**src/rtl/core/tfn_pkg.sv**
```systemverilog
package tfn_pkg;

	localparam int VERTEX_DEPTH_DEF = 4096;

	// request codes
	localparam logic [1:0] REQ_CLEAR  = 2'd0;
	localparam logic [1:0] REQ_APPEND = 2'd1;
	localparam logic [1:0] REQ_ROW    = 2'd2;
	localparam logic [1:0] REQ_TRI    = 2'd3;

	// result kinds
	localparam logic [1:0] KIND_CORNER = 2'd0;
	localparam logic [1:0] KIND_NORMAL = 2'd1;
	localparam logic [1:0] KIND_ERROR  = 2'd2;

	// error codes
	localparam logic [1:0] ERR_NONE  = 2'd0;
	localparam logic [1:0] ERR_INDEX = 2'd1;
	localparam logic [1:0] ERR_FULL  = 2'd2;

	// sum of squares width and root / quotient width
	localparam int RAD_W  = 62;
	localparam int ROOT_W = 31;

	// travels with each product through the multiplier
	typedef struct packed {
		logic       first;  // restart the accumulator
		logic       last;   // final term of one sum
		logic       fin;    // final term of the whole pass
		logic       neg;    // subtract the product
		logic       rnd;    // start from the rounding half
		logic [1:0] dst;    // component the sum belongs to
	} mul_tag_t;

	typedef struct packed {
		logic start;
		logic sqrt;         // 1: square root, 0: divide
	} dsq_cmd_t;

endpackage

```
**src/rtl/core/tfn_mul.sv**
```systemverilog
module tfn_mul import tfn_pkg::*; (
	input  logic               clk,
	input  logic               arst_n,
	input  logic               in_vld,
	input  logic signed [31:0] a,
	input  logic signed [31:0] b,
	input  mul_tag_t           tag,
	output logic               out_vld,
	output logic signed [63:0] prod,
	output mul_tag_t           out_tag
);

	logic               vld_q;
	logic signed [63:0] prod_q;
	mul_tag_t           tag_q;

	always_ff @(posedge clk or negedge arst_n) begin
		if (!arst_n) begin
			vld_q <= 1'b0;
		end else begin
			vld_q <= in_vld;
		end
	end

	always_ff @(posedge clk) begin
		prod_q <= a * b;
		tag_q  <= tag;
	end

	assign out_vld = vld_q;
	assign prod    = prod_q;
	assign out_tag = tag_q;

endmodule

```
**config.mk**
```make
export PLATFORM = sky130hd
export DESIGN_NAME = tfn_mul
export DESIGN_NICKNAME = d
export VERILOG_FILES = /design/src/rtl/core/tfn_pkg.sv /design/src/rtl/core/tfn_mul.sv
export SDC_FILE = /design/constraint.sdc
export NUM_CORES = 2
export LEC_CHECK = 0
export BUFFER_PORTS_ARGS = -buffer_cell sky130_fd_sc_hd__buf_2
export CELL_PAD_IN_SITES_DETAIL_PLACEMENT = 0
export CELL_PAD_IN_SITES_GLOBAL_PLACEMENT = 1
export CORE_MARGIN = 2
export CORE_UTILIZATION = 56
export DETAILED_ROUTE_END_ITERATION = 12
export GPL_TIMING_DRIVEN = 0
export HOLD_SLACK_MARGIN = 0.12
export PLACE_DENSITY_LB_ADDON = 0.1
export SETUP_SLACK_MARGIN = 0.15
export SYNTH_ARGS = -nofsm -noshare
export SYNTH_HDL_FRONTEND = slang
export SYNTH_SLANG_ARGS = --single-unit
```
**constraint.sdc**
```tcl
create_clock -name clk -period 0.8 [get_ports clk]
set_input_delay 0.12 -clock clk [delete_from_list [all_inputs] [get_ports clk]]
set_output_delay 0.12 -clock clk [all_outputs]
set_load 0.05 [all_outputs]
```
==> flow_summary.toml <==
[status]
status = "finished with violations"
violations = "setup timing"

[place]
port_buffers = 145
post-dp-hpwl_um = 113000
gp_congestion = 1.05

[yosys]
synth_top_cell_area_share = 0.576
synthTopCellsByCount = "fa_1 (1082), inv_1 (954), nand2_1 (520)"
ys_ff_latch = 72
synth-seq-area-share = 0.0385
ys.flop_type = "dfxtp_1"
avgSynthCellArea_um2 = 9.57
synthTopCellsByArea = "fa_1 (58%), inv_1 (9.5%), and2_1 (8.5%)"
syn_nets = 5267
async_flop_share = 0.0139
synth_warnings = 0
synth.largest_area_cell = "fa_1"
yosysUniqueCellTypes = 64
post-synth-top-count-cell = "fa_1"
synth_area_um2 = 37600
synth-edff-count = 0
syn_inst = 3927

[floorplan]
coreArea_um2 = 66100
rows = 94
start_util = 0.569
die_w_um = 263
design.die.area_um2 = 69200
die_h_um = 263
io_pins = 146

[worst_setup_path]
path_max_fanout = 10
cp-end-kind = "register"
cp_common_cell = "fa_1"
cp_slowest_cell = "fa_1"
worstPathCellList = "buf_2, clkbuf_8, and2_1, fa_1, fa_1, inv_1, fa_1, fa_1, inv_1, fa_1, fa_1, fa_1, fa_1, ha_2, nand2_1, nor2_4, nand2_2, or4_4, o22ai_4, buf_12, nor4_4, nor3_2, xor2_1"
required_ns = 1.12
crit_path_max_incr_delay_ns = 0.59
crit_type = "in2reg"
path_delay_family = "adder cells"
cp.arrival_ns = 7.19
critPathBufInv = 5
cp-start-kind = "input pin"

[detailed_routing]
routedWlPerCell_um = 26.7
drt-initial-drc-count = 2027
drc = 0
vias_per_cell = 5.61
dr_total_vias = 29075
first_pass_iters = 8
antenna_left = 0
drt-total-wl_um = 139000

[global_route]
overflow = 0
grt_antenna_before_repair = 10
grt_usage = 0.414
grt_pass1_vias = 31675
grt_pass1_wl_um = 205000
grt_max_degree = 23

[clock_tree]
clock_sinks = 72
cts.clk_slew.worst_paths_ns = 0.09
cts_tree = "done"
hold_buffers = 10
clock_path_buffers = 2
numCtsBuffers = 9
clockRootBuffer = "clkbuf_16"
cts_max_level = 3

[timing]
finalSetupViolations = 134
maxSlewHeadroom = 0.512
slew_violations = 0
period_share = 8.58
rsz0062_at_grt = "yes"
layout_setup_ws_ns = -6.07
fin_crit_ns = 6.87
worst_slew_pin_slew_ns = 0.731
max_freq_mhz = 146
hold_viol_final = 0

[final_layout]
syn2layout_area_growth_pct = 26.0
nets = 5646
finish.utilization = 0.717
drive_gt1_frac = 0.234

[job]
cap_violations = 0

[worst_hold_path]
hold_path.class = "in2reg"
[cell type report]
cell class	count	area, um2
clock buffers	10	229
well taps	864	1080
fillers	4967	18700
diodes	7	17.5
multi-input cells	2696	33800
clock inverters	6	92.6
repair buffers	368	3700
inverters	954	3610
flip-flops and latches	72	1540
plain buffers	205	3340
[registers in the layout, summed over array words and instances, names as in the netlist]
signal and cells:
prod 64, out_tag 7, out_vld 1
[cells in the final DEF (no fill, tap or decap), types with 10 or more instances in the layout]
cell / n
nand2_2: 14
a21o_1: 28
o21ai_1: 14
buf_8: 62
ha_4: 52
xor2_1: 23
nor2_1: 48
clkbuf_4: 21
a21oi_4: 12
a21oi_1: 23
a21oi_2: 29
dlygate4sd3_1: 10
clkbuf_8: 54
o21ai_2: 16
fa_1: 1017
buf_2: 43
and2_1: 478
dfxtp_2: 70
buf_12: 42
nand4_1: 11
and2_4: 33
nand2_4: 11
buf_6: 79
ha_1: 126
inv_2: 25
xnor2_1: 45
clkbuf_16: 78
nand2_1: 494
buf_4: 183
inv_1: 923
fa_2: 65
[cells by family after synthesis]
kind of cell	share of synthesized area
AND/OR/NAND/NOR	0.154
buffers and inverters	0.116
flip-flops	0.0385
XOR/XNOR	0.0168
multiplexers	0.000799
adder cells (fa/ha/maj)	0.638
AO/OA/AOI/OAI	0.0360
[metal layers]
layer  global-route usage  vias up  routed length, um  share of wire
met5                    0        -                 46        0.00033
met4                0.311        6              13400          0.097
met3               0.0769      496              10500          0.075
met2                0.672     1395              65500           0.47
met1                0.496    15206              49200           0.35
li1                     -    11972                  -              -
[timing repair]
item,CTS,global route
resized for setup,858,333
hold endpoints to repair,10,1
setup endpoints to repair,134,136
buffers inserted,152,51
cloned,8,2
pin swaps,147,137
[per-stage QoR]
stage / hold slack (ns) / area [um2] / setup WS, ns / setup TNS, ns / instances
2_1_floorplan: -0.176 / 38800 / -6.15 / -298.22 / 3927
3_3_place_gp: -0.106 / 40600 / -7.93 / -379.76 / 4936
3_5_place_dp: -0.104 / 40600 / -7.95 / -381.72 / 4936
4_1_cts: 0.0580 / 45900 / -5.99 / -322.64 / 5122
5_1_grt: 0.0521 / 47400 / -6.24 / -333.05 / 5177
6_report: 0.0701 / 47400 / -6.07 / -323.41 / 5182
[final timing paths]
path / start / slack (ns) / endpoint / cells past startpoint
max: a[26] / -6.07 / prod[60]$_DFF_P_ / 23
min: b[0] / 0.07 / prod[0]$_DFF_P_ / 2
max in group asynchronous: arst_n / 0.15 / out_vld$_DFF_PN0_ / 3
min in group asynchronous: arst_n / 0.56 / out_vld$_DFF_PN0_ / 3
Power is not shown: default switching activity piles up to over one toggle a cycle in this logic, so the estimate is an artifact.
